**config.mk**
```make
export PLATFORM = sky130hd
export DESIGN_NAME = sof_frame_encoder_xor_checksum_top
export DESIGN_NICKNAME = d
export VERILOG_FILES = /design/src/hw/rtl/sofx_pkg.sv /design/src/hw/rtl/sofx_front.sv /design/src/hw/rtl/sofx_queue.sv /design/src/hw/rtl/sofx_back.sv /design/src/hw/rtl/sof_frame_encoder_xor_checksum_top.sv
export VERILOG_INCLUDE_DIRS = /design/src /design/src/hw/rtl
export SDC_FILE = /design/constraint.sdc
export NUM_CORES = 1
export LEC_CHECK = 0
export ABC_AREA = 1
export BUFFER_PORTS_ARGS = -buffer_cell sky130_fd_sc_hd__buf_2
export CORE_MARGIN = 2
export CORE_UTILIZATION = 60
export DETAILED_ROUTE_END_ITERATION = 10
export GPL_ROUTABILITY_DRIVEN = 0
export PLACE_DENSITY = 0.78
export SKIP_LAST_GASP = 1
export SYNTH_ARGS = -nofsm -noshare
export SYNTH_HDL_FRONTEND = slang
export SYNTH_SLANG_ARGS = --single-unit
```
**constraint.sdc**
```tcl
create_clock -name clk_i -period 6.43 [get_ports clk_i]
set_clock_uncertainty 0.05 [all_clocks]
set_input_delay 1.929 -clock clk_i [delete_from_list [all_inputs] [get_ports clk_i]]
set_output_delay 1.929 -clock clk_i [all_outputs]
set_load 0.01 [all_outputs]
```
**src/hw/rtl/sof_frame_encoder_xor_checksum_top_assert.svh**
```systemverilog
// assertion macros used by the frame encoder queue module
`ifndef SOF_FRAME_ENCODER_XOR_CHECKSUM_TOP_ASSERT_SVH
`define SOF_FRAME_ENCODER_XOR_CHECKSUM_TOP_ASSERT_SVH

// property checked on every clock edge outside reset
`define SOFX_ASSERT(lbl, prop, msg) \
  lbl: assert property (@(posedge clk_i) disable iff (!rst_ni) (prop)) else $error(msg);

// property checked on every clock edge, reset included
`define SOFX_ASSERT_ALWAYS(lbl, prop, msg) \
  lbl: assert property (@(posedge clk_i) (prop)) else $error(msg);

`endif

```
**src/hw/rtl/sofx_pkg.sv**
```systemverilog
package sofx_pkg;

  // start of frame marker
  localparam logic [7:0] SofByte = 8'hFE;

  // input opcodes
  localparam logic OpStart   = 1'b0;
  localparam logic OpPayload = 1'b1;

  // last step of each command in the back end
  localparam logic [2:0] StepHdrLast  = 3'd4;
  localparam logic [2:0] StepHdrCsum  = 3'd5;
  localparam logic [2:0] StepPldLast  = 3'd0;
  localparam logic [2:0] StepPldCsum  = 3'd1;

  typedef struct packed {
    logic        opcode;
    logic [15:0] function_code;
    logic [15:0] payload_length;
    logic [7:0]  payload_byte;
  } in_item_t;

  typedef struct packed {
    logic [7:0] out_byte;
    logic       frame_end;
  } out_item_t;

  typedef enum logic {
    CMD_HEADER,
    CMD_PAYLOAD
  } cmd_kind_e;

  // classified work handed from front to back
  typedef struct packed {
    cmd_kind_e   kind;
    logic [15:0] function_code;
    logic [15:0] payload_length;
    logic [7:0]  payload_byte;
    logic        close;
    logic [7:0]  checksum;
  } cmd_t;

endpackage

```
**src/hw/rtl/sofx_front.sv**
```systemverilog
module sofx_front (
  input  logic              clk_i,
  input  logic              rst_ni,
  input  logic              in_valid_i,
  output logic              in_ready_o,
  input  sofx_pkg::in_item_t in_data_i,
  input  logic              full_i,
  output logic              push_o,
  output sofx_pkg::cmd_t    push_data_o
);
  import sofx_pkg::*;

  logic [7:0]  running_xor_q, running_xor_d;
  logic [15:0] bytes_remaining_q, bytes_remaining_d;
  logic        frame_open_q, frame_open_d;

  logic        accept;
  logic [7:0]  hdr_csum;
  logic [7:0]  pld_csum;
  logic [15:0] rem_next;

  assign in_ready_o = !full_i;
  assign accept     = in_valid_i && in_ready_o;

  assign hdr_csum = SofByte ^ in_data_i.function_code[15:8] ^ in_data_i.function_code[7:0];
  assign pld_csum = running_xor_q ^ in_data_i.payload_byte;
  assign rem_next = bytes_remaining_q - 16'd1;

  // classify the transaction and update frame state
  always_comb begin
    running_xor_d     = running_xor_q;
    bytes_remaining_d = bytes_remaining_q;
    frame_open_d      = frame_open_q;
    push_o            = 1'b0;
    push_data_o       = '0;
    push_data_o.function_code  = in_data_i.function_code;
    push_data_o.payload_length = in_data_i.payload_length;
    push_data_o.payload_byte   = in_data_i.payload_byte;
    if (accept) begin
      if (in_data_i.opcode == OpStart) begin
        push_o                 = 1'b1;
        push_data_o.kind       = CMD_HEADER;
        push_data_o.close      = (in_data_i.payload_length == 16'd0);
        push_data_o.checksum   = hdr_csum;
        running_xor_d          = hdr_csum;
        bytes_remaining_d      = in_data_i.payload_length;
        frame_open_d           = (in_data_i.payload_length != 16'd0);
      end else if (frame_open_q) begin
        push_o                 = 1'b1;
        push_data_o.kind       = CMD_PAYLOAD;
        push_data_o.close      = (rem_next == 16'd0);
        push_data_o.checksum   = pld_csum;
        running_xor_d          = pld_csum;
        bytes_remaining_d      = rem_next;
        frame_open_d           = (rem_next != 16'd0);
      end
    end
  end

  // frame state registers
  always_ff @(posedge clk_i or negedge rst_ni) begin
    if (!rst_ni) begin
      running_xor_q     <= '0;
      bytes_remaining_q <= '0;
      frame_open_q      <= 1'b0;
    end else begin
      running_xor_q     <= running_xor_d;
      bytes_remaining_q <= bytes_remaining_d;
      frame_open_q      <= frame_open_d;
    end
  end

endmodule

```
**src/hw/rtl/sofx_queue.sv**
```systemverilog
`include "sof_frame_encoder_xor_checksum_top_assert.svh"

module sofx_queue #(
  parameter int unsigned Depth = 4
) (
  input  logic           clk_i,
  input  logic           rst_ni,
  input  logic           push_i,
  input  sofx_pkg::cmd_t push_data_i,
  output logic           full_o,
  input  logic           pop_i,
  output logic           head_valid_o,
  output sofx_pkg::cmd_t head_data_o
);
  import sofx_pkg::*;

  localparam int unsigned PtrW = (Depth > 1) ? $clog2(Depth) : 1;
  localparam int unsigned CntW = $clog2(Depth + 1);

  cmd_t            entries_q [Depth];
  logic [PtrW-1:0] wr_ptr_q, rd_ptr_q;
  logic [CntW-1:0] count_q;

  assign full_o       = (count_q == CntW'(Depth));
  assign head_valid_o = (count_q != '0);
  assign head_data_o  = entries_q[rd_ptr_q];

  // storage write
  always_ff @(posedge clk_i) begin
    if (push_i) begin
      entries_q[wr_ptr_q] <= push_data_i;
    end
  end

  // pointers and fill count
  always_ff @(posedge clk_i or negedge rst_ni) begin
    if (!rst_ni) begin
      wr_ptr_q <= '0;
      rd_ptr_q <= '0;
      count_q  <= '0;
    end else begin
      if (push_i) begin
        wr_ptr_q <= (wr_ptr_q == PtrW'(Depth - 1)) ? '0 : wr_ptr_q + PtrW'(1);
      end
      if (pop_i) begin
        rd_ptr_q <= (rd_ptr_q == PtrW'(Depth - 1)) ? '0 : rd_ptr_q + PtrW'(1);
      end
      unique case ({push_i, pop_i})
        2'b10:   count_q <= count_q + CntW'(1);
        2'b01:   count_q <= count_q - CntW'(1);
        default: count_q <= count_q;
      endcase
    end
  end

  // queue checks
  `SOFX_ASSERT(a_no_push_full, push_i |-> !full_o, "push into full queue")
  `SOFX_ASSERT(a_no_pop_empty, pop_i |-> head_valid_o, "pop from empty queue")
  `SOFX_ASSERT(a_count_bound, count_q <= CntW'(Depth), "queue count out of range")
  `SOFX_ASSERT_ALWAYS(a_reset_empty, !rst_ni |=> (count_q == '0), "queue not empty after reset")

endmodule

```
**src/hw/rtl/sofx_back.sv**
```systemverilog
module sofx_back (
  input  logic                clk_i,
  input  logic                rst_ni,
  input  logic                head_valid_i,
  input  sofx_pkg::cmd_t      head_data_i,
  output logic                pop_o,
  output logic                out_valid_o,
  input  logic                out_ready_i,
  output sofx_pkg::out_item_t out_data_o
);
  import sofx_pkg::*;

  logic [2:0] step_q;
  logic       out_valid_q;
  out_item_t  out_q;

  logic       load;
  logic       last_step;
  out_item_t  next_item;

  assign load = head_valid_i && (!out_valid_q || out_ready_i);

  // select the byte for the current step of the head command
  always_comb begin
    next_item = '0;
    last_step = 1'b0;
    unique case (head_data_i.kind)
      CMD_HEADER: begin
        last_step = head_data_i.close ? (step_q == StepHdrCsum) : (step_q == StepHdrLast);
        case (step_q)
          3'd0:    next_item.out_byte = SofByte;
          3'd1:    next_item.out_byte = head_data_i.function_code[15:8];
          3'd2:    next_item.out_byte = head_data_i.function_code[7:0];
          3'd3:    next_item.out_byte = head_data_i.payload_length[15:8];
          3'd4:    next_item.out_byte = head_data_i.payload_length[7:0];
          default: begin
            next_item.out_byte  = head_data_i.checksum;
            next_item.frame_end = 1'b1;
          end
        endcase
      end
      CMD_PAYLOAD: begin
        last_step = head_data_i.close ? (step_q == StepPldCsum) : (step_q == StepPldLast);
        if (step_q == StepPldLast) begin
          next_item.out_byte = head_data_i.payload_byte;
        end else begin
          next_item.out_byte  = head_data_i.checksum;
          next_item.frame_end = 1'b1;
        end
      end
      default: begin
        last_step = 1'b1;
      end
    endcase
  end

  assign pop_o = load && last_step;

  // step counter and output valid
  always_ff @(posedge clk_i or negedge rst_ni) begin
    if (!rst_ni) begin
      step_q      <= '0;
      out_valid_q <= 1'b0;
    end else begin
      if (load) begin
        step_q      <= last_step ? 3'd0 : step_q + 3'd1;
        out_valid_q <= 1'b1;
      end else if (out_ready_i) begin
        out_valid_q <= 1'b0;
      end
    end
  end

  // output data register
  always_ff @(posedge clk_i) begin
    if (load) begin
      out_q <= next_item;
    end
  end

  assign out_valid_o = out_valid_q;
  assign out_data_o  = out_q;

endmodule

```
**src/hw/rtl/sof_frame_encoder_xor_checksum_top.sv**
```systemverilog
// Serial frame encoder with XOR checksum. A start transaction (opcode 0) emits the
// bytes FE, function code high and low, payload length high and low, and, when the
// length is zero, the checksum with frame_end set. Each payload transaction (opcode 1)
// inside an open frame emits its byte, followed by the checksum after the last one;
// payload with no open frame is dropped and a new start abandons an open frame. The
// checksum is the XOR of FE, both function-code bytes and all payload bytes. The
// front end takes one input transaction per cycle while the command queue
// (QueueDepth entries) has room; the back end emits one byte per cycle from its
// output register while out_ready_i is high, so a start item yields 5 or 6 bytes
// and a payload item 1 or 2. Sustained throughput is one output byte per cycle.
module sof_frame_encoder_xor_checksum_top #(
  parameter int unsigned QueueDepth = 4
) (
  input  logic                clk_i,
  input  logic                rst_ni,
  input  logic                in_valid_i,
  output logic                in_ready_o,
  input  sofx_pkg::in_item_t  in_data_i,
  output logic                out_valid_o,
  input  logic                out_ready_i,
  output sofx_pkg::out_item_t out_data_o
);
  import sofx_pkg::*;

  logic full;
  logic push;
  cmd_t push_data;
  logic pop;
  logic head_valid;
  cmd_t head_data;

  // classify input transactions and track frame state
  sofx_front u_front (
    .clk_i       (clk_i),
    .rst_ni      (rst_ni),
    .in_valid_i  (in_valid_i),
    .in_ready_o  (in_ready_o),
    .in_data_i   (in_data_i),
    .full_i      (full),
    .push_o      (push),
    .push_data_o (push_data)
  );

  // command queue between front and back
  sofx_queue #(
    .Depth (QueueDepth)
  ) u_queue (
    .clk_i        (clk_i),
    .rst_ni       (rst_ni),
    .push_i       (push),
    .push_data_i  (push_data),
    .full_o       (full),
    .pop_i        (pop),
    .head_valid_o (head_valid),
    .head_data_o  (head_data)
  );

  // expand commands into the byte stream
  sofx_back u_back (
    .clk_i        (clk_i),
    .rst_ni       (rst_ni),
    .head_valid_i (head_valid),
    .head_data_i  (head_data),
    .pop_o        (pop),
    .out_valid_o  (out_valid_o),
    .out_ready_i  (out_ready_i),
    .out_data_o   (out_data_o)
  );

endmodule
```
# Word level (Yosys, flattened, before mapping)

Memory sizes are Yosys's and may differ from the RTL's.
Cells that the tools add are included.
Widths: inputs -> output; s select.

Memory bits (writable): 200
Register bits: 45
Memories: 1
Bits of input ports: 45

Muxes and demuxes: 30
Reductions and logical operators: 16
Add/sub/neg operators: 6
Equal/unequal tests: 11
Bitwise operators: 4

Memory list:

| memory            | words | bits a word | rd ports | clocked after Yosys merged registers in | wr ports | RTL line         | source |
|---|---|---|---|---|---|---|---|
| u_queue.entries_q | 4     | 50          | 1        | 0                                       | 1        | sofx_queue.sv:20 | `cmd_t entries_q [Depth];` |

Operators with widths:

| cell                  | count |
|---|---|
| $pmux 8 s5            | 1 |
| $logic_not 16->1      | 2 |
| $mux 16               | 2 |
| $reduce_bool 16->1    | 2 |
| $mux 9                | 3 |
| $mux 8                | 3 |
| $pmux 9 s2            | 1 |
| $sub 16x1->16 const B | 1 |
| $xor 8x8->8           | 2 |
| $mux 1                | 15 |
| $eq 3x3->1 const B    | 3 |
| $not 7->7             | 1 |
| $add 3x1->3 const B   | 2 |
| $eq 2x2->1 const B    | 3 |
| $eq 3x2->1 const B    | 2 |
| $pmux 3 s2            | 1 |
| $reduce_or 5->1       | 1 |
| $add 2x1->2 const B   | 2 |
| $mux 2                | 2 |
| $reduce_bool 2->1     | 2 |
| $eq 3x1->1 const B    | 1 |
| $logic_and 1x1->1     | 3 |
| $logic_not 3->1       | 1 |
| $mux 3                | 1 |
| other kinds (9)       | 10 |

# Logic depth before layout (Yosys ltp)

Gate-level depths: netlist (run 1).

Word-level depth: 6
Depth in mapped cells: 16

# Modules after synthesis

A second synthesis (run 1) with hierarchy kept.

Cell total of the unflattened synthesis: 1253
Area total of the unflattened synthesis: 11890.2 µm²

By module, submodules not included:

| module     | times used | area an instance (µm²) | cells an instance |
|---|---|---|---|
| sofx_queue | 1          | 8486.9                 | 736 |
| sofx_front | 1          | 2214.6                 | 331 |
| sofx_back  | 1          | 1188.6                 | 186 |

# Worst setup path after synthesis (run 1)

Ideal clock, no wire load.

Path kind: input to register
Start point: input port in_valid_i
End point: memory u_queue.entries_q[0][0] in the netlist's numbering (enable)
Stages on the path: 5
Arrival: 4.515 ns
Path slack: 1.408 ns
Setup time: 0.458 ns
Buffers on the path: 1
Required time: 5.922 ns
Cell sequence: nand2_2 > a21oi_4 > inv_2 > buf_2 > nor2_1

Word-level cells in the longest chain between the ends: 4

Ends and longest elaborated chain:

| what                         | RTL line                                 | source |
|---|---|---|
| start: declaration           | sof_frame_encoder_xor_checksum_top.sv:16 | `input logic in_valid_i,` |
| $logic_and 1x1->1            | sofx_front.sv:23                         | `assign accept = in_valid_i && in_ready_o;` |
| $mux 1                       | sofx_front.sv:39                         | `if (accept) begin` |
| $mux 1                       | sofx_queue.sv:30                         | `if (push_i) begin` |
| $mux 1 (not written as such) | sofx_queue.sv:31                         | `entries_q[wr_ptr_q] <= push_data_i;` |
| end: declaration             | sofx_queue.sv:20                         |  |

No other way between the ends.

# Final worst setup path (run 1)

Start point: input port in_data_i[40] in the netlist's numbering
End point: memory u_queue.entries_q[3][35] in the netlist's numbering (enable)

Word-level cells in the longest chain between the ends: 4

Ends and longest elaborated chain:

| what                         | RTL line                                 | source |
|---|---|---|
| start: declaration           | sof_frame_encoder_xor_checksum_top.sv:18 | `input sofx_pkg::in_item_t in_data_i,` |
| $mux 1                       | sofx_front.sv:40                         | `if (in_data_i.opcode == OpStart) begin` |
| $mux 1                       | sofx_front.sv:39                         |  |
| $mux 1                       | sofx_queue.sv:30                         |  |
| $mux 1 (not written as such) | sofx_queue.sv:31                         |  |

No other way between the ends.

==> impl_metrics.ini, run 1 <==
[status]
status = complete, no violations

[global_route]
grt_pass1_vias = 7161
grt_max_degree = 59
grt_usage = 0.270
antenna_found_initial = 0
grt-ovfl-total = 0
grt_pass1_wl_um = 38600

[critical_path]
rr_startpoint = u_queue.rd_ptr_q[0]$_DFFE_PN0P_
ff2ff_setup_slack_ns = 2.25
crit_end = u_queue.entries_q[3][35]$_DFFE_PP_
worstPathRequired_ns = 6.52
start_kind = input pin
path_class = in2reg
reg2reg_to = u_queue.count_q[2]$_DFFE_PN0P_
r2r_cells = 17
cp-end-kind = flop
crit_fanout = 35
setup.worst_path.start = in_data_i[40]
worstPathArrival_ns = 4.63

[logic_synthesis]
ys_seq_area_frac = 0.668
ys_warn_count = 0
synthTopCellsByArea = edfxtp_1 58%, dfrtp_1 8.4%, nand2_1 5.7%
yosysMostFrequentCell = edfxtp_1
netlist_area_mm2 = 0.0107
synth-edff-count = 209
async_flop_share = 0.147
ys_ff_latch = 245
synth_cells = 949
netlist.area_leader.share = 0.584
synth_fp_nets = 1008
synthTopCellsByCount = 209 x edfxtp_1, 164 x nand2_1, 110 x nor2_1, 88 x o21ai_0, 53 x inv_1
synthFlopType = edfxtp_1
synth_cell_types = 43
yosysTopAreaCell = edfxtp_1
syn_area_per_cell_um2 = 11.3

[timing]
post-route-period-util = 0.706
finalHoldViolations = 0
setup_tns_ns = 0
maxSlewHeadroom = 0.311
setup_ws_ns = 1.89
drv_slew = 0
setup_viol = 0
tightest_slew_ns = 1.03
layout_min_cycle_time_ns = 4.54
max_freq_mhz = 220
grt_setup_unrepaired = no

[clocking]
cts_hold_buf = 0
cts-resized-gates = 0
h-tree-depth = 1
clk_latency_ns = 0.52
cts_tree = done
cts_sinks = 245
root_buffer = clkbuf_16
cts_buffers = 25
cts_setup_buffers = 0
clk_pin_slew_ns = 0.06
clockBufferDepth = 3

[floorplan]
row_count = 48
die_h_um = 138
pin_count = 56
coreArea_mm2 = 0.0174
start_util = 0.617
dieArea_mm2 = 0.0190
die-width_um = 138

[final_layout]
num-fill-cells = 1274
final_cells = 1234
nets = 1052
drive_above_1_share = 0.136
design_area_mm2 = 0.0119
area_growth_pct = 10.5
final_util = 0.682
antenna_cells = 0

[power_and_ir_drop]
p_leak_nw = 4.47
combPwrFrac = 0.358
seq_power_share = 0.416
swShare = 0.386
power_frac_clock = 0.225
powerDensity_mw_per_mm2 = 479
p_sw_w = 0.00220
irDropWorstVdd_mv = 0.254
p_int_w = 0.00349

[drt]
firstDrtPassIters = 6
drc = 0
dr_total_vias = 7477
wirelength_um = 25000
drt_iter0_markers = 945
viasPerCell = 6.06
ant_nets = 0
routedWlPerCell_um = 20.3

[placement]
place_area_mm2 = 0.0112
placed_cells = 1191
post-place-ws_ns = 1.42
place_hpwl_um = 15700
io_buffers = 55

[flow_run]
maxCapViolCount = 0

[hold_path]
hold_start = u_queue.count_q[1]$_DFFE_PN0P_
hold_class = reg2reg
==> layout by cell type, fill, tap and decap left out, types with 3 or more instances in the layout <==
| master | n |
|---|---|
| nand2_1 | 164 |
| a221o_1 | 7 |
| nand4_1 | 9 |
| o221ai_1 | 8 |
| o22ai_1 | 34 |
| clkbuf_16 | 25 |
| inv_1 | 53 |
| nand3_2 | 3 |
| buf_4 | 7 |
| clkinv_2 | 5 |
| xor2_1 | 12 |
| buf_2 | 55 |
| clkbuf_1 | 9 |
| nand3_1 | 36 |
| a21oi_1 | 46 |
| a21o_1 | 8 |
| or2_2 | 10 |
| a32o_1 | 8 |
| dfrtp_1 | 35 |
| clkinv_1 | 5 |
| inv_2 | 6 |
| a21oi_2 | 6 |
| nor2_2 | 3 |
| edfxtp_1 | 209 |
| o21ai_1 | 8 |
| o211ai_1 | 5 |
| o21ai_0 | 88 |
| nor2_4 | 5 |
| ha_1 | 13 |
| nand2_2 | 5 |
| nor2_1 | 106 |
==> how the worst min path moves through the flow <==
stage / end / depth (start not counted)
global route: u_front.running_xor_q[4]$_DFFE_PN0P_ / 1
finish: u_queue.count_q[1]$_DFFE_PN0P_ / 2
floorplan: u_queue.count_q[1]$_DFFE_PN0P_ / 2
CTS: u_queue.count_q[1]$_DFFE_PN0P_ / 2
detailed placement: u_queue.count_q[1]$_DFFE_PN0P_ / 2
global placement: u_queue.count_q[1]$_DFFE_PN0P_ / 2
==> flip-flops by register name, summed over array words and instances, names as in the netlist <==
register and cells:
u_front.frame_open_q 1, u_queue.rd_ptr_q 2, u_queue.entries_q 200, u_back.out_valid_o 1
u_queue.count_q 3, u_front.running_xor_q 8, u_back.step_q 3, u_front.bytes_remaining_q 16
u_back.out_data_o 9, u_queue.wr_ptr_q 2
==> cell type report <==
type	count	area (um^2)	share of cell area
sequential	245	7180	0.605
multi-input combinational	597	3140	0.264
clock buffer	34	659	0.0555
timing repair buffer	62	328	0.0276
tap	225	282	0.0237
inverter	62	234	0.0197
clock inverter	9	51.3	0.00432
==> logic make-up after synthesis <==
family,after synthesis,synth area share
AND/OR/NAND/NOR,347,0.137
buffers and inverters,107,0.0426
adder cells (fa/ha/maj),14,0.0170
AO/OA/AOI/OAI,223,0.125
XOR/XNOR,13,0.0106
flip-flops,245,0.668
==> metrics by stage <==
stage | hold WS (ns) | power, W
2_1_floorplan | 0.400 | 0.00381
3_3_place_gp | 0.425 | 0.00434
3_5_place_dp | 0.429 | 0.00440
4_1_cts | 0.445 | 0.00568
5_1_grt | 0.455 | 0.00602
6_report | 0.444 | 0.00569
==> routing by layer <==
metal,GRT usage,vias up,routed length (um)
li1,-,3454,-
met4,0.0833,0,726
met5,0,-,0
met3,0.0430,58,2020
met2,0.450,362,12200
met1,0.370,3603,10000
==> power by group through the flow <==
stage          Combinational [W]  Sequential, W  Clock, W
2_1_floorplan            0.00146        0.00234         0
3_3_place_gp             0.00195        0.00238         0
3_5_place_dp             0.00201        0.00239         0
4_1_cts                  0.00203        0.00236   0.00129
5_1_grt                  0.00226        0.00240   0.00135
6_report                 0.00204        0.00237   0.00128
==> critical path, stage by stage <==
cell and delay [ns]:
buf_2 0.33, a21oi_4 0.72, inv_2 0.46, nor2_4 0.63
buf_4 0.54
No activity file was read; power rests on OpenSTA's default activity.
==> run 2, diff against run 1 <==
--- a/config.mk
+++ b/config.mk
@@ -9,10 +9,10 @@
 export ABC_AREA = 1
 export BUFFER_PORTS_ARGS = -buffer_cell sky130_fd_sc_hd__buf_2
 export CORE_MARGIN = 2
-export CORE_UTILIZATION = 60
+export CORE_UTILIZATION = 55
 export DETAILED_ROUTE_END_ITERATION = 10
 export GPL_ROUTABILITY_DRIVEN = 0
-export PLACE_DENSITY = 0.78
+export PLACE_DENSITY = 0.76
 export SKIP_LAST_GASP = 1
 export SYNTH_ARGS = -nofsm -noshare
 export SYNTH_HDL_FRONTEND = slang
==> constraint.sdc (replaced) <==
create_clock -name clk_i -period 4.1 [get_ports clk_i]
set_clock_uncertainty 0.05 [all_clocks]
set_input_delay 1.23 -clock clk_i [delete_from_list [all_inputs] [get_ports clk_i]]
set_output_delay 1.23 -clock clk_i [all_outputs]
set_load 0.01 [all_outputs]
==> run 2 against run 1 <==
Clock-buffer cell count is 1 lower. Via count is 0.71% higher. Global-route usage is 2.2 points lower. Highest routed layer is now met5. Largest cell class unchanged.
==> impl_metrics.ini, run 2 (synthesized netlist as in run 1, its figures left out) <==
[power_and_ir_drop]
combPwrFrac = 0.347
seq_power_share = 0.379
swShare = 0.366
total_power_w = 0.00964
p_int_w = 0.00611
p_sw_w = 0.00352
power_frac_clock = 0.274
irDropWorstVdd_mv = 0.465
p_leak_nw = 4.65
powerDensity_mw_per_mm2 = 783

[critical_path]
path_class = reg2reg
cp_cell_sequence = inv_2, nand2_1, nand3_2, nand2_2, clkinv_2, o21ai_1, o21ai_2, inv_2, nor2_8, ha_1, inv_1, fa_1, a21oi_1, o21ai_0, xor2_1
start_kind = flop
critPathTopFamily = buffers and inverters
cpPeakStageDelay_ns = 0.51
crit_path_frequent_cell = inv_2
cp-end-kind = flop
worstPathArrival_ns = 3.34
cp_slowest_cell = dfrtp_2
crit_fanout = 17
cp_num_buf_inv = 4
worstPathRequired_ns = 4.44

[timing]
setup_viol = 0
max_freq_mhz = 334
finalHoldViolations = 0
tightest_slew_ns = 0.950
maxSlewHeadroom = 0.366
worst_hold_slack_ns = 0.445
post-route-period-util = 0.731
drv_slew = 0
grt_setup_unrepaired = no
layout_min_cycle_time_ns = 3.00
setup_ws_ns = 1.10

[global_route]
grt_pass1_vias = 7267
grt_pass1_wl_um = 39000
grt_usage = 0.248
antenna_found_initial = 2
grt_max_degree = 90
grt-ovfl-total = 0

[clocking]
cts_setup_buffers = 0
cts_buffers = 26
cts_hold_buf = 0
cts_sinks = 245
cts-resized-gates = 0
root_buffer = clkbuf_16
clk_latency_ns = 0.52
clockBufferDepth = 3
h-tree-depth = 1
clk_pin_slew_ns = 0.06
cts_tree = done

[placement]
place_hpwl_um = 14900
io_buffers = 55
place_area_mm2 = 0.0113
post-place-ws_ns = 1.04

[floorplan]
start_util = 0.556
coreArea_mm2 = 0.0193
pin_count = 56
dieArea_mm2 = 0.0207
die_h_um = 144
die-width_um = 144
row_count = 51

[drt]
drt_iter0_markers = 684
routedWlPerCell_um = 19.4
drc = 0
wirelength_um = 24900
firstDrtPassIters = 5
ant_nets = 0
viasPerCell = 5.86
dr_total_vias = 7530

[final_layout]
drive_above_1_share = 0.152
final_cell_mix = 209 x edfxtp_1, 164 x nand2_1, 106 x nor2_1, 88 x o21ai_0, 55 x buf_2
design_area_mm2 = 0.0123
nets = 1059
area_growth_pct = 14.5
layout_commonest_cell = edfxtp_1
largest_register_ff_count = 200
top_register = u_queue.entries_q

[hold_path]
hold_class = reg2reg

[status]
status = complete, no violations

[flow_run]
maxCapViolCount = 0
-- run 2: final timing paths --
| kind | from | endpoint | slack (ns) | cells past startpoint |
|---|---|---|---|---|
| max in group asynchronous | rst_ni | u_queue.rd_ptr_q[0]$_DFFE_PN0P_ | 2.58 | 1 |
| max reg2reg | u_queue.rd_ptr_q[0]$_DFFE_PN0P_ | u_queue.count_q[2]$_DFFE_PN0P_ | 1.10 | 15 |
| max | u_queue.rd_ptr_q[0]$_DFFE_PN0P_ | u_queue.count_q[2]$_DFFE_PN0P_ | 1.10 | 15 |
| min in group asynchronous | rst_ni | u_queue.count_q[2]$_DFFE_PN0P_ | 0.79 | 1 |
| min reg2reg | u_queue.count_q[1]$_DFFE_PN0P_ | u_queue.count_q[1]$_DFFE_PN0P_ | 0.44 | 2 |
| min | u_queue.count_q[1]$_DFFE_PN0P_ | u_queue.count_q[1]$_DFFE_PN0P_ | 0.44 | 2 |
-- run 2: per-stage QoR --
stage / setup TNS (ns) / util / instances
after CTS: 0 / 0.636 / 1285
after global placement: 0 / 0.585 / 1237
after detailed placement: 0 / 0.585 / 1237
final: 0 / 0.636 / 1286
after floorplan: -44.67 / - / 949
after global routing: 0 / 0.636 / 1286
-- run 2: tightest hold or removal path, stage by stage (launching register included) --
cell and delay [ns]:
dfrtp_1 0.35, nand2_1 0.05, o21ai_0 0.06
-- run 2: area by class of cell --
type	instances	area [um^2]
inverters	62	234
diodes	1	2.50
repair buffers	68	435
well taps	265	332
fillers	1413	7030
flip-flops and latches	245	7180
clock inverters	15	255
clock buffers	33	728
multi-input cells	597	3140
-- run 2: layer usage --
metal,vias up,global-route usage,part of all wire
li1,3488,-,-
met1,3623,0.338,0.40
met2,353,0.399,0.48
met3,64,0.0513,0.086
met4,2,0.0893,0.033
met5,-,0,0.00056
-- run 2: power by group through the flow --
stage	Clock, W	Sequential, W	Combinational (W)
after floorplan	0	0.00368	0.00230
after global placement	0	0.00367	0.00322
after detailed placement	0	0.00369	0.00329
after CTS	0.00267	0.00364	0.00332
after global routing	0.00276	0.00370	0.00370
final	0.00264	0.00365	0.00335
==> run 3, diff against run 2 <==
--- a/config.mk
+++ b/config.mk
@@ -9,10 +9,10 @@
 export ABC_AREA = 1
 export BUFFER_PORTS_ARGS = -buffer_cell sky130_fd_sc_hd__buf_2
 export CORE_MARGIN = 2
-export CORE_UTILIZATION = 55
+export CORE_UTILIZATION = 60
 export DETAILED_ROUTE_END_ITERATION = 10
 export GPL_ROUTABILITY_DRIVEN = 0
-export PLACE_DENSITY = 0.76
+export PLACE_DENSITY = 0.78
 export SKIP_LAST_GASP = 1
 export SYNTH_ARGS = -nofsm -noshare
 export SYNTH_HDL_FRONTEND = slang
==> constraint.sdc (replaced) <==
create_clock -name clk_i -period 3 [get_ports clk_i]
set_clock_uncertainty 0.05 [all_clocks]
set_input_delay 0.9 -clock clk_i [delete_from_list [all_inputs] [get_ports clk_i]]
set_output_delay 0.9 -clock clk_i [all_outputs]
set_load 0.01 [all_outputs]
==> run 3 against run 2 <==
Wire length is 1.5% lower. Utilization rose by 6.1 points. Sequential power grew 36%. Hold slack got worse by 0.18 ns. Via count down 1.1%. Maximum frequency grew 8.5%. Sequential cell count stayed put. Cell count fell by 2.6%. Total power is 32% higher. Non-clock buffer count grew 9. Largest power group unchanged.
==> impl_metrics.ini, run 3 (synthesized netlist as in run 1, its figures left out) <==
[timing]
max_freq_mhz = 362
maxSlewHeadroom = 0.664
setup_ws_ns = 0.240
layout_min_cycle_time_ns = 2.76
drv_slew = 0
grt_setup_unrepaired = no
finalHoldViolations = 0
tightest_slew_ns = 0.503
setup_viol = 0
post-route-period-util = 0.920

[flow_run]
maxCapViolCount = 0

[hold_path]
hold_class = in2async

[drt]
routedWlPerCell_um = 19.6
drt_iter0_markers = 872
viasPerCell = 5.95
drc = 0
firstDrtPassIters = 6
wirelength_um = 24500
ant_nets = 0
dr_total_vias = 7448

[clocking]
cts_hold_buf = 0
h-tree-depth = 1
cts-resized-gates = 0
cts_setup_buffers = 0
clk_latency_ns = 0.52
cts_buffers = 25
cts_tree = done
clk_pin_slew_ns = 0.06
root_buffer = clkbuf_16
clockBufferDepth = 3
cts_sinks = 245

[power_and_ir_drop]
p_leak_nw = 4.59
irDropWorstVdd_mv = 0.829
powerDensity_mw_per_mm2 = 1050
seq_power_share = 0.392
swShare = 0.375
p_int_w = 0.00795
p_sw_w = 0.00476
combPwrFrac = 0.363
total_power_w = 0.0127
power_frac_clock = 0.245

[critical_path]
crit_path_frequent_cell = inv_1
cp_cell_sequence = inv_1, ha_1, nand2_1, inv_1, o21ai_1, o21ai_2, inv_2, nor2_8, ha_1, inv_1, fa_1, a21oi_1, o21ai_0, xor2_1
worstPathArrival_ns = 3.09
start_kind = flop
cp_slowest_cell = fa_1
path_class = reg2reg
worstPathRequired_ns = 3.33
crit_fanout = 7
cpPeakStageDelay_ns = 0.44
r2r_cells = 14
cp-end-kind = flop

[global_route]
antenna_found_initial = 2
grt_usage = 0.269
grt_max_degree = 51
grt-ovfl-total = 0
grt_pass1_vias = 7141
grt_pass1_wl_um = 38400

[final_layout]
top_register = u_queue.entries_q
multiInputGateArea_mm2 = 0.00314
num-fill-cells = 1205
area_growth_pct = 13.1
final_util = 0.697
nets = 1067
layout_commonest_cell = edfxtp_1
final_cell_mix = 209 x edfxtp_1, 164 x nand2_1, 106 x nor2_1, 88 x o21ai_0, 55 x buf_2
largest_register_ff_count = 200
regArea_mm2 = 0.00718
drive_above_1_share = 0.153

[placement]
io_buffers = 55
place_hpwl_um = 15200
post-place-ws_ns = 0.283

[floorplan]
row_count = 48
coreArea_mm2 = 0.0174
die_h_um = 138
die-width_um = 138
start_util = 0.617
dieArea_mm2 = 0.0190
pin_count = 56

[status]
status = complete, no violations
## run 3: cell count changes in the layout (fill, tap and decap cells not counted), sizes merged
| cell | previous run | this run |
|---|---|---|
| clkinvlp | 0 | 3 |
| diode | 1 | 2 |
| inv | 61 | 59 |
| buf | 68 | 77 |
| clkbuf | 33 | 31 |
| bufinv | 7 | 4 |
## run 3: area by class of cell
cell class	count	share of cell area
repair buffers	77	0.0404
clock buffers	31	0.0534
diodes	2	0.000412
multi-input cells	597	0.258
flip-flops and latches	245	0.591
clock inverters	13	0.0140
inverters	62	0.0193
well taps	225	0.0232
## run 3: metal layers
layer,share of wire,global-route usage,vias to the layer above
met5,0,0,-
met4,0.029,0.0947,0
met3,0.091,0.0530,51
met2,0.47,0.423,352
met1,0.41,0.381,3560
li1,-,-,3485
## run 3: path summary, 6_finish.rpt
path / startpoint / endpoint / slack [ns]
max: u_back.step_q[1]$_DFFE_PN0P_ / u_queue.count_q[2]$_DFFE_PN0P_ / 0.24
min: rst_ni / u_front.running_xor_q[7]$_DFFE_PN0P_ / 0.27
max reg2reg: u_back.step_q[1]$_DFFE_PN0P_ / u_queue.count_q[2]$_DFFE_PN0P_ / 0.24
min reg2reg: u_queue.count_q[0]$_DFFE_PN0P_ / u_queue.count_q[0]$_DFFE_PN0P_ / 0.45
max in group asynchronous: rst_ni / u_front.bytes_remaining_q[14]$_DFFE_PN0P_ / 2.01
min in group clk_i: u_queue.count_q[0]$_DFFE_PN0P_ / u_queue.count_q[0]$_DFFE_PN0P_ / 0.45
## run 3: metrics by stage
stage / cells / setup TNS (ns) / hold slack [ns] / cell area (um^2)
floorplan: 949 / -33.39 / 0.400 / 10800
global placement: 1206 / 0 / 0.410 / 11300
detailed placement: 1206 / 0 / 0.437 / 11300
CTS: 1250 / 0 / 0.264 / 12100
global route: 1250 / 0 / 0.297 / 12100
finish: 1252 / 0 / 0.266 / 12100
## run 3: power groups by stage
stage | Clock [W] | Combinational (W) | Sequential (W)
6_report | 0.00311 | 0.00462 | 0.00498
4_1_cts | 0.00314 | 0.00459 | 0.00497
2_1_floorplan | 0 | 0.00315 | 0.00500
3_5_place_dp | 0 | 0.00453 | 0.00503
3_3_place_gp | 0 | 0.00443 | 0.00500
5_1_grt | 0.00326 | 0.00511 | 0.00504
## run 3: worst max-delay path: cells and delay by family, from the launching register on
family	cells	cell delay (ns)
adders and majority gates	3	0.77
xor gates and xnor gates	1	0.15
DFF	1	0.41
AOI/OAI and AO/OA	4	0.50
and+or+nand+nor	2	0.23
buffers and inverters	4	0.51
